===== src/rtl/md5_message_digest_core_assert.svh =====
`ifndef MD5_MESSAGE_DIGEST_CORE_ASSERT_SVH
`define MD5_MESSAGE_DIGEST_CORE_ASSERT_SVH

// same-cycle implication, checked on clk outside reset
`define MD5_ASSERT_NOW(lbl, pre, post) \
  lbl: assert property (@(posedge clk) disable iff (!rst_n) (pre) |-> (post)) \
    else $error("md5 core check failed");

// next-cycle implication, checked on clk outside reset
`define MD5_ASSERT_NEXT(lbl, pre, post) \
  lbl: assert property (@(posedge clk) disable iff (!rst_n) (pre) |=> (post)) \
    else $error("md5 core check failed");

`endif


===== src/rtl/md5_pkg.sv =====
package md5_pkg;

  // microcode addresses
  typedef logic [3:0] upc_t;
  localparam upc_t U_ACC   = 4'd0;
  localparam upc_t U_PAD   = 4'd1;
  localparam upc_t U_ZERO  = 4'd2;
  localparam upc_t U_OUT   = 4'd3;
  localparam upc_t U_LENLO = 4'd4;
  localparam upc_t U_LENHI = 4'd5;
  localparam upc_t U_PREF  = 4'd6;
  localparam upc_t U_RND   = 4'd7;
  localparam upc_t U_ADD   = 4'd8;

  // datapath operations
  localparam logic [3:0] OP_IDLE  = 4'd0;
  localparam logic [3:0] OP_ACC   = 4'd1;
  localparam logic [3:0] OP_PAD   = 4'd2;
  localparam logic [3:0] OP_ZERO  = 4'd3;
  localparam logic [3:0] OP_OUT   = 4'd4;
  localparam logic [3:0] OP_LENLO = 4'd5;
  localparam logic [3:0] OP_LENHI = 4'd6;
  localparam logic [3:0] OP_PREF  = 4'd7;
  localparam logic [3:0] OP_RND   = 4'd8;
  localparam logic [3:0] OP_ADD   = 4'd9;

  // sequencer jump conditions
  localparam logic [2:0] CND_NEXT = 3'd0;
  localparam logic [2:0] CND_JUMP = 3'd1;
  localparam logic [2:0] CND_ACC  = 3'd2;
  localparam logic [2:0] CND_ZERO = 3'd3;
  localparam logic [2:0] CND_LOOP = 3'd4;
  localparam logic [2:0] CND_DISP = 3'd5;
  localparam logic [2:0] CND_OUT  = 3'd6;

  // finishing phase, order matches the dispatch targets after U_ACC
  localparam logic [1:0] PH_NORM = 2'd0;
  localparam logic [1:0] PH_PAD  = 2'd1;
  localparam logic [1:0] PH_PAD2 = 2'd2;
  localparam logic [1:0] PH_FIN  = 2'd3;

  localparam logic [31:0] IV_A = 32'h67452301;
  localparam logic [31:0] IV_B = 32'hefcdab89;
  localparam logic [31:0] IV_C = 32'h98badcfe;
  localparam logic [31:0] IV_D = 32'h10325476;

  typedef struct packed {
    logic [3:0] op;
    logic [2:0] cnd;
    upc_t       tgt;
    upc_t       alt;
  } ucw_t;

  typedef struct packed {
    logic       acc;
    logic       full;
    logic       last;
    logic       zdone;
    logic       pad2;
    logic       rnd_end;
    logic [1:0] ph;
    logic       out_free;
  } seq_stat_t;

  function automatic ucw_t md5_ucode(upc_t a);
    ucw_t w;
    unique case (a)
      U_ACC:   w = '{op: OP_ACC,   cnd: CND_ACC,  tgt: U_PAD,   alt: U_PREF};
      U_PAD:   w = '{op: OP_PAD,   cnd: CND_NEXT, tgt: U_ACC,   alt: U_ACC};
      U_ZERO:  w = '{op: OP_ZERO,  cnd: CND_ZERO, tgt: U_LENLO, alt: U_PREF};
      U_OUT:   w = '{op: OP_OUT,   cnd: CND_OUT,  tgt: U_ACC,   alt: U_ACC};
      U_LENLO: w = '{op: OP_LENLO, cnd: CND_NEXT, tgt: U_ACC,   alt: U_ACC};
      U_LENHI: w = '{op: OP_LENHI, cnd: CND_JUMP, tgt: U_PREF,  alt: U_ACC};
      U_PREF:  w = '{op: OP_PREF,  cnd: CND_NEXT, tgt: U_ACC,   alt: U_ACC};
      U_RND:   w = '{op: OP_RND,   cnd: CND_LOOP, tgt: U_ADD,   alt: U_ACC};
      U_ADD:   w = '{op: OP_ADD,   cnd: CND_DISP, tgt: U_ACC,   alt: U_ACC};
      default: w = '{op: OP_IDLE,  cnd: CND_JUMP, tgt: U_ACC,   alt: U_ACC};
    endcase
    return w;
  endfunction

  // message word index used by round i
  function automatic logic [3:0] md5_widx(logic [5:0] i);
    logic [3:0] j;
    logic [3:0] r;
    j = i[3:0];
    case (i[5:4])
      2'd0:    r = j;
      2'd1:    r = j + {j[1:0], 2'b00} + 4'd1;
      2'd2:    r = j + {j[2:0], 1'b0} + 4'd5;
      default: r = {j[0], 3'b000} - j;
    endcase
    return r;
  endfunction

  function automatic logic [4:0] md5_rot(logic [5:0] i);
    logic [4:0] s;
    case ({i[5:4], i[1:0]})
      4'h0: s = 5'd7;   4'h1: s = 5'd12;  4'h2: s = 5'd17;  4'h3: s = 5'd22;
      4'h4: s = 5'd5;   4'h5: s = 5'd9;   4'h6: s = 5'd14;  4'h7: s = 5'd20;
      4'h8: s = 5'd4;   4'h9: s = 5'd11;  4'ha: s = 5'd16;  4'hb: s = 5'd23;
      4'hc: s = 5'd6;   4'hd: s = 5'd10;  4'he: s = 5'd15;  default: s = 5'd21;
    endcase
    return s;
  endfunction

  function automatic logic [31:0] md5_k(logic [5:0] i);
    logic [31:0] k;
    case (i)
      6'd0:  k = 32'hd76aa478;  6'd1:  k = 32'he8c7b756;
      6'd2:  k = 32'h242070db;  6'd3:  k = 32'hc1bdceee;
      6'd4:  k = 32'hf57c0faf;  6'd5:  k = 32'h4787c62a;
      6'd6:  k = 32'ha8304613;  6'd7:  k = 32'hfd469501;
      6'd8:  k = 32'h698098d8;  6'd9:  k = 32'h8b44f7af;
      6'd10: k = 32'hffff5bb1;  6'd11: k = 32'h895cd7be;
      6'd12: k = 32'h6b901122;  6'd13: k = 32'hfd987193;
      6'd14: k = 32'ha679438e;  6'd15: k = 32'h49b40821;
      6'd16: k = 32'hf61e2562;  6'd17: k = 32'hc040b340;
      6'd18: k = 32'h265e5a51;  6'd19: k = 32'he9b6c7aa;
      6'd20: k = 32'hd62f105d;  6'd21: k = 32'h02441453;
      6'd22: k = 32'hd8a1e681;  6'd23: k = 32'he7d3fbc8;
      6'd24: k = 32'h21e1cde6;  6'd25: k = 32'hc33707d6;
      6'd26: k = 32'hf4d50d87;  6'd27: k = 32'h455a14ed;
      6'd28: k = 32'ha9e3e905;  6'd29: k = 32'hfcefa3f8;
      6'd30: k = 32'h676f02d9;  6'd31: k = 32'h8d2a4c8a;
      6'd32: k = 32'hfffa3942;  6'd33: k = 32'h8771f681;
      6'd34: k = 32'h6d9d6122;  6'd35: k = 32'hfde5380c;
      6'd36: k = 32'ha4beea44;  6'd37: k = 32'h4bdecfa9;
      6'd38: k = 32'hf6bb4b60;  6'd39: k = 32'hbebfbc70;
      6'd40: k = 32'h289b7ec6;  6'd41: k = 32'heaa127fa;
      6'd42: k = 32'hd4ef3085;  6'd43: k = 32'h04881d05;
      6'd44: k = 32'hd9d4d039;  6'd45: k = 32'he6db99e5;
      6'd46: k = 32'h1fa27cf8;  6'd47: k = 32'hc4ac5665;
      6'd48: k = 32'hf4292244;  6'd49: k = 32'h432aff97;
      6'd50: k = 32'hab9423a7;  6'd51: k = 32'hfc93a039;
      6'd52: k = 32'h655b59c3;  6'd53: k = 32'h8f0ccc92;
      6'd54: k = 32'hffeff47d;  6'd55: k = 32'h85845dd1;
      6'd56: k = 32'h6fa87e4f;  6'd57: k = 32'hfe2ce6e0;
      6'd58: k = 32'ha3014314;  6'd59: k = 32'h4e0811a1;
      6'd60: k = 32'hf7537e82;  6'd61: k = 32'hbd3af235;
      6'd62: k = 32'h2ad7d2bb;  default: k = 32'heb86d391;
    endcase
    return k;
  endfunction

endpackage


===== src/rtl/md5_seq.sv =====
module md5_seq (
  input  logic               clk,
  input  logic               rst_n,
  input  md5_pkg::seq_stat_t stat,
  output md5_pkg::ucw_t      ctrl
);
  import md5_pkg::*;

  upc_t upc_r;
  upc_t upc_nxt;
  ucw_t uw;

  assign uw   = md5_ucode(upc_r);
  assign ctrl = uw;

  always_comb begin
    upc_nxt = upc_r;
    unique case (uw.cnd)
      CND_NEXT: upc_nxt = upc_r + 4'd1;
      CND_JUMP: upc_nxt = uw.tgt;
      CND_ACC: begin
        if (stat.acc && stat.full) upc_nxt = uw.alt;
        else if (stat.acc && stat.last) upc_nxt = uw.tgt;
      end
      CND_ZERO: begin
        if (stat.zdone) upc_nxt = stat.pad2 ? uw.alt : uw.tgt;
      end
      CND_LOOP: begin
        if (stat.rnd_end) upc_nxt = uw.tgt;
      end
      CND_DISP: upc_nxt = uw.tgt + {2'b00, stat.ph};
      CND_OUT: begin
        if (stat.out_free) upc_nxt = uw.tgt;
      end
      default: upc_nxt = U_ACC;
    endcase
  end

  always_ff @(posedge clk) begin
    if (!rst_n) upc_r <= U_ACC;
    else upc_r <= upc_nxt;
  end

endmodule


===== src/rtl/md5_message_digest_core.sv =====
// md5 digest core: one message byte per beat, one 4-word digest per message
// bytes are taken only in the accumulate state; every 64th byte starts a compression
// (prefetch, 64 rounds at one per cycle, chaining add), and no byte is taken meanwhile
// last byte: padding, zero fill and the length words, a compression, then output when free;
// a spill adds a zero-filled block and its compression; a full last block is compressed first
// reset (rst_n low, synchronous): initial words, zero bit count, empty output, buffer uncleared
`include "md5_message_digest_core_assert.svh"

module md5_message_digest_core (
  input  logic         clk,
  input  logic         rst_n,
  input  logic         in_tvalid,
  output logic         in_tready,
  input  logic [7:0]   in_tdata,   // [7:0] message_byte
  input  logic         in_tlast,   // last_byte
  output logic         out_tvalid,
  input  logic         out_tready,
  output logic [127:0] out_tdata   // [31:0] digest_word_a, [63:32] digest_word_b,
                                   // [95:64] digest_word_c, [127:96] digest_word_d
);
  import md5_pkg::*;

  localparam logic [3:0] LEN_LO_WORD = 4'd14;
  localparam logic [3:0] LEN_HI_WORD = 4'd15;

  // sequencer
  ucw_t      ctrl;
  seq_stat_t stat;

  md5_seq u_seq (
    .clk  (clk),
    .rst_n(rst_n),
    .stat (stat),
    .ctrl (ctrl)
  );

  // message state
  logic [5:0]  fill_r;        // bytes held in the current block
  logic [31:0] word_r;        // little-endian word being assembled, newest byte on top
  logic [63:0] bitcnt_r;
  logic [1:0]  ph_r;          // what follows the next chaining add
  logic        pad2_r;        // length spills into a second block
  logic [4:0]  wptr_r;        // zero fill word pointer, may reach 16

  // chaining and working words
  logic [31:0] cha_r, chb_r, chc_r, chd_r;
  logic [31:0] wa_r, wb_r, wc_r, wd_r;
  logic [5:0]  rnd_r;

  // block buffer, one 32-bit word per entry
  logic [31:0] mem [16];
  logic        mem_we;
  logic [3:0]  mem_waddr;
  logic [31:0] mem_wdata;
  logic [3:0]  mem_raddr;
  logic [31:0] mem_rdata_r;

  // output register
  logic         out_valid_r;
  logic [127:0] out_data_r;

  logic        in_acc;
  logic        out_free;
  logic        zdone;
  logic [31:0] byte_word;
  logic [31:0] pad_word;

  assign in_tready  = (ctrl.op == OP_ACC);
  assign in_acc     = in_tvalid && in_tready;
  assign out_free   = !out_valid_r || out_tready;
  assign out_tvalid = out_valid_r;
  assign out_tdata  = out_data_r;

  assign zdone     = (wptr_r == (pad2_r ? 5'd16 : 5'd14));
  assign byte_word = {in_tdata, word_r[31:8]};

  // partial word plus the 0x80 marker, zeros above it
  always_comb begin
    case (fill_r[1:0])
      2'd0:    pad_word = {24'h000000, 8'h80};
      2'd1:    pad_word = {16'h0000, 8'h80, word_r[31:24]};
      2'd2:    pad_word = {8'h00, 8'h80, word_r[31:16]};
      default: pad_word = {8'h80, word_r[31:8]};
    endcase
  end

  assign stat = '{acc:      in_acc,
                  full:     (fill_r == 6'd63),
                  last:     in_tlast,
                  zdone:    zdone,
                  pad2:     pad2_r,
                  rnd_end:  (rnd_r == 6'd63),
                  ph:       ph_r,
                  out_free: out_free};

  // buffer write and read address selection
  always_comb begin
    mem_we    = 1'b0;
    mem_waddr = fill_r[5:2];
    mem_wdata = byte_word;
    mem_raddr = 4'd0;
    case (ctrl.op)
      OP_ACC: begin
        mem_we = in_acc && (fill_r[1:0] == 2'd3);
      end
      OP_PAD: begin
        mem_we    = 1'b1;
        mem_wdata = pad_word;
      end
      OP_ZERO: begin
        mem_we    = !zdone;
        mem_waddr = wptr_r[3:0];
        mem_wdata = 32'h0;
      end
      OP_LENLO: begin
        mem_we    = 1'b1;
        mem_waddr = LEN_LO_WORD;
        mem_wdata = bitcnt_r[31:0];
      end
      OP_LENHI: begin
        mem_we    = 1'b1;
        mem_waddr = LEN_HI_WORD;
        mem_wdata = bitcnt_r[63:32];
      end
      OP_PREF:  mem_raddr = md5_widx(6'd0);
      OP_RND:   mem_raddr = md5_widx(rnd_r + 6'd1);   // word for the next round
      default:  mem_raddr = 4'd0;
    endcase
  end

  always_ff @(posedge clk) begin
    if (mem_we) mem[mem_waddr] <= mem_wdata;
    mem_rdata_r <= mem[mem_raddr];
  end

  // one md5 round
  logic [31:0] rf;
  logic [31:0] rt;
  logic [31:0] rrot;
  logic [4:0]  rs;

  always_comb begin
    case (rnd_r[5:4])
      2'd0:    rf = (wb_r & wc_r) | (~wb_r & wd_r);
      2'd1:    rf = (wb_r & wd_r) | (wc_r & ~wd_r);
      2'd2:    rf = wb_r ^ wc_r ^ wd_r;
      default: rf = wc_r ^ (wb_r | ~wd_r);
    endcase
    rt   = wa_r + rf + mem_rdata_r + md5_k(rnd_r);
    rs   = md5_rot(rnd_r);
    rrot = (rt << rs) | (rt >> (6'd32 - {1'b0, rs}));
  end

  // working words and round counter
  always_ff @(posedge clk) begin
    case (ctrl.op)
      OP_PREF: begin
        wa_r  <= cha_r;
        wb_r  <= chb_r;
        wc_r  <= chc_r;
        wd_r  <= chd_r;
        rnd_r <= 6'd0;
      end
      OP_RND: begin
        wa_r  <= wd_r;
        wd_r  <= wc_r;
        wc_r  <= wb_r;
        wb_r  <= wb_r + rrot;
        rnd_r <= rnd_r + 6'd1;
      end
      default: ;
    endcase
  end

  // byte assembly and zero-fill pointer, no reset needed
  always_ff @(posedge clk) begin
    if (in_acc) word_r <= byte_word;
    case (ctrl.op)
      OP_PAD:  wptr_r <= {1'b0, fill_r[5:2]} + 5'd1;
      OP_ZERO: begin
        if (!zdone) wptr_r <= wptr_r + 5'd1;
        else if (pad2_r) wptr_r <= 5'd0;       // second block starts empty
      end
      default: ;
    endcase
  end

  // message control state and chaining words
  always_ff @(posedge clk) begin
    if (!rst_n) begin
      fill_r   <= 6'd0;
      bitcnt_r <= 64'd0;
      ph_r     <= PH_NORM;
      pad2_r   <= 1'b0;
      cha_r    <= IV_A;
      chb_r    <= IV_B;
      chc_r    <= IV_C;
      chd_r    <= IV_D;
    end else begin
      case (ctrl.op)
        OP_ACC: begin
          if (in_acc) begin
            fill_r   <= fill_r + 6'd1;
            bitcnt_r <= bitcnt_r + 64'd8;
            // last byte that completes a block: pad after this compression
            if (fill_r == 6'd63 && in_tlast) ph_r <= PH_PAD;
          end
        end
        OP_PAD: begin
          pad2_r <= (fill_r[5:2] >= 4'd14);
        end
        OP_ZERO: begin
          if (zdone && pad2_r) begin
            pad2_r <= 1'b0;
            ph_r   <= PH_PAD2;
          end
        end
        OP_LENHI: ph_r <= PH_FIN;
        OP_ADD: begin
          cha_r <= cha_r + wa_r;
          chb_r <= chb_r + wb_r;
          chc_r <= chc_r + wc_r;
          chd_r <= chd_r + wd_r;
          ph_r  <= PH_NORM;
        end
        OP_OUT: begin
          // digest handed to the output register, back to a fresh message
          if (out_free) begin
            fill_r   <= 6'd0;
            bitcnt_r <= 64'd0;
            cha_r    <= IV_A;
            chb_r    <= IV_B;
            chc_r    <= IV_C;
            chd_r    <= IV_D;
          end
        end
        default: ;
      endcase
    end
  end

  // output register, frees the core while the digest waits
  always_ff @(posedge clk) begin
    if (!rst_n) begin
      out_valid_r <= 1'b0;
    end else if (ctrl.op == OP_OUT && out_free) begin
      out_valid_r <= 1'b1;
    end else if (out_tready) begin
      out_valid_r <= 1'b0;
    end
  end

  always_ff @(posedge clk) begin
    if (ctrl.op == OP_OUT && out_free) out_data_r <= {chd_r, chc_r, chb_r, cha_r};
  end

  // checks
  `MD5_ASSERT_NOW(a_no_write_in_rounds, ctrl.op == OP_RND, !mem_we)
  `MD5_ASSERT_NEXT(a_full_block_compresses, in_acc && fill_r == 6'd63, ctrl.op == OP_PREF)
  `MD5_ASSERT_NEXT(a_out_restarts_msg, ctrl.op == OP_OUT && out_free,
                   cha_r == IV_A && bitcnt_r == 64'd0 && out_tvalid)

endmodule


===== config.mk =====
export PLATFORM = sky130hd
export DESIGN_NAME = md5_message_digest_core
export DESIGN_NICKNAME = d
export VERILOG_FILES = /design/src/rtl/md5_pkg.sv /design/src/rtl/md5_seq.sv /design/src/rtl/md5_message_digest_core.sv
export VERILOG_INCLUDE_DIRS = /design/src /design/src/rtl
export SDC_FILE = /design/constraint.sdc
export NUM_CORES = 2
export LEC_CHECK = 0
export ABC_AREA = 0
export BUFFER_PORTS_ARGS = -buffer_cell sky130_fd_sc_hd__buf_4
export CAP_MARGIN = 25
export CORE_UTILIZATION = 50
export CTS_BUF_LIST = sky130_fd_sc_hd__clkbuf_8 sky130_fd_sc_hd__clkbuf_16
export DETAILED_ROUTE_END_ITERATION = 6
export GPL_TIMING_DRIVEN = 0
export PLACE_DENSITY = 0.72
export SLEW_MARGIN = 0
export SYNTH_ARGS = -nofsm -noshare
export SYNTH_HDL_FRONTEND = slang
export SYNTH_SLANG_ARGS = --single-unit

===== constraint.sdc =====
create_clock -name clk -period 10.33 [get_ports clk]
set_clock_uncertainty 0.1 [all_clocks]
set_input_delay 0.5165 -clock clk [delete_from_list [all_inputs] [get_ports clk]]
set_output_delay 0.5165 -clock clk [all_outputs]
set_load 0.05 [all_outputs]

==> impl_metrics.tcl <==
set metrics [dict create \
    dpl.hpwl_um 167000 \
    yosysWarnings 0 \
    cp-end-kind "flop" \
    numPortBuffers 142 \
    fin_total_pwr_mw 15.3 \
    nNetsFinal 6873 \
    leakagePower_nw 25.8 \
    postSynthAreaPerCell_um2 9.80 \
    routed_via_density 6.44 \
    areaGrowthSynthToFinish_pct 13.3 \
    vias 53400 \
    fp.dieH_um 352 \
    worstSetupPathType "flop to flop" \
    drv_slew 1 \
    clk_pin_slew_ns 0.07 \
    drt_first_pass_iters 7 \
    drcViolationCount 14 \
    synth_edf_count 803 \
    cts_root_buf "clkbuf_16" \
    slowest_delay_ns 0.59 \
    worst-path-max-fanout 10 \
    fillers 10500 \
    fp.coreArea_mm2 0.122 \
    finalCriticalPeriod_ns 10.02 \
    grt_pass1_vias 49800 \
    cp.required_ns 10.78 \
    grt_max_degree 84 \
    gp_congestion 1.01 \
    utilization_pct 57.1 \
    cp-start-kind "flop" \
    drtIter0Drc 6771 \
    setup_slack_ns 0.306 \
    cp.arrival_ns 10.47 \
    h-tree-depth 3 \
    clk_latency_ns 0.79 \
    hold_viol_final 0 \
    synth_cell_types 105 \
    ys_seq_area_share_pct 48.6 \
    cts_tree "yes" \
    syn_area_mm2 0.0613 \
    grtUsageTotal_pct 35.3 \
    grt_pass1_wl_um 327000 \
    routed_wl_um 226000 \
    slew_headroom_pct -2.78 \
    ir_drop_mv 0.175 \
    status "finished, violations left" \
    drive_gt1_share_pct 8.47 \
    largest_register_ffs 512 \
    largest-register "mem" \
    setup_tns_ns 0 \
    io_pins 143 \
    min_path_type "primary input to flop" \
    finalCritPeriodShare_pct 97.0 \
    fp-row-count 128 \
    clock_path_buffers 3 \
    violations "design-rule violations, max-slew violations" \
    start_util_pct 50.4 \
    die_w_um 352 \
    die_area_mm2 0.124 \
    powerDensity_mw_per_mm2 221 \
    synth_cells 6252 \
    synth-seq-cells 1087 \
    worst_hold_slack_ns 0.116 \
    grt-ovfl-total 0 \
    synth_nets 6562 \
    setup_violations 0 \
    worstMarginPinSlew_ns 1.54 \
    clock-sinks 1087 \
    crit_slowest_cell "mux4_2" \
    antenna_left 0 \
    max-cap-violations 0 \
    cts_buffers 111 \
    antenna_found_initial 11 \
    max_freq_mhz 99.8 \
    pre_cts_slack_ns -1.25 \
    yosys_most_used_dff "edfxtp_1" \
    ys_async_sr_fraction_pct 0 \
    wl_per_cell_um 27.2 \
]
power breakdown:
part | leakage (nW) | switching [mW] | internal (mW)
logic | 14.3 | 3.86 | 2.04
registers | 9.59 | 0.0911 | 5.10
clock network | 1.93 | 1.84 | 2.39
per-layer routing:
metal  vias up  track usage [%]  share of wire (%)
li1      23500                -                  -
met1     25700             45.7                 38
met2      3424             55.5                 45
met3       756             6.25                 10
met4        12             20.8                7.0
met5         -                0              0.064
Yosys cell counts, drive strengths merged (68+ instances only):
library cell	n	area share (%)
nor2	363	2.2
nand2	966	5.9
xnor2	127	1.8
o22ai	83	0.85
and2	176	1.8
a21oi	411	3.4
a211oi	209	2.6
nand3	143	1.2
xor2	140	2.0
fa	68	2.2
dfxtp	284	9.3
o21ai	348	2.9
a311oi	75	1.1
a21o	89	1.1
inv	290	1.8
a31oi	107	1.1
clkbuf	309	1.9
buf	74	0.54
edfxtp	803	39
ha	229	4.7
nor3	158	1.3
final cells by class:
type	instances	area (µm²)	share of cell area (%)
Clock buffer	125	2990	4.31
Antenna cell	3	7.51	0.0108
Tap cell	1625	2030	2.93
Multi-Input combinational cell	4488	29200	42.1
Inverter	294	1110	1.60
Sequential cell	1087	29800	42.9
Clock inverter	83	872	1.26
Buffer	381	1540	2.21
Timing Repair Buffer	200	1890	2.72
through the flow:
step / instance area (µm²) / instances
floorplan: 61300 / 6252
global placement: 64400 / 8019
finish: 69500 / 8286
CTS: 69300 / 8279
detailed placement: 65200 / 8060
global route: 69500 / 8283
critical path: cells and delay by family (launching register included):
family                   cells  cell delay (ns)
AO/OA/AOI/OAI               19             4.68
buffers and inverters        6             1.07
XOR/XNOR                     1             0.27
multiplexers                 2             0.82
AND/OR/NAND/NOR              3             0.37
adder cells (fa/ha/maj)      5             2.13
flip-flops                   1             0.36
cells by family after synthesis:
group / after synthesis / synth area share (%)
DFF: 1087 / 48.6
muxes: 103 / 2.11
adders and majority gates: 297 / 6.90
xor gates and xnor gates: 267 / 3.81
AOI/OAI and AO/OA: 1715 / 18.6
buffers and inverters: 677 / 4.24
and+or+nand+nor: 2106 / 15.8
path summary, 6_finish.rpt:
kind | startpoint | end | slack, ns | depth (start not counted)
setup / recovery | rnd_r[4] | wb_r[28] | 0.31 | 36
hold / removal | in_tvalid | bitcnt_r[4] | 0.12 | 4
setup reg to reg | rnd_r[4] | wb_r[28] | 0.31 | 36
hold reg to reg | chd_r[27] | out_tdata[123] | 0.38 | 0
timing repair:
item,4_1_cts,5_1_grt
cloned,0,0
setup endpoints to repair,21,7
buffers inserted,2,3
pin swaps,2,4
gates resized for setup,37,41
hold buffers,10,0
endpoints found under the hold margin,10,0
cell usage in the layout, fill, tap and decap left out, drive strengths merged, types with 158 or more instances in the layout:
cell,synthesis,routed
a211oi,209,209
buf,74,262
o21ai,348,348
inv,290,306
nor3,158,158
and2,176,176
dfxtp,284,284
edfxtp,803,803
nand2,966,966
a21oi,411,411
nor2,363,363
ha,229,229
clkbuf,309,434
No activity file was read; power rests on OpenSTA's default activity.
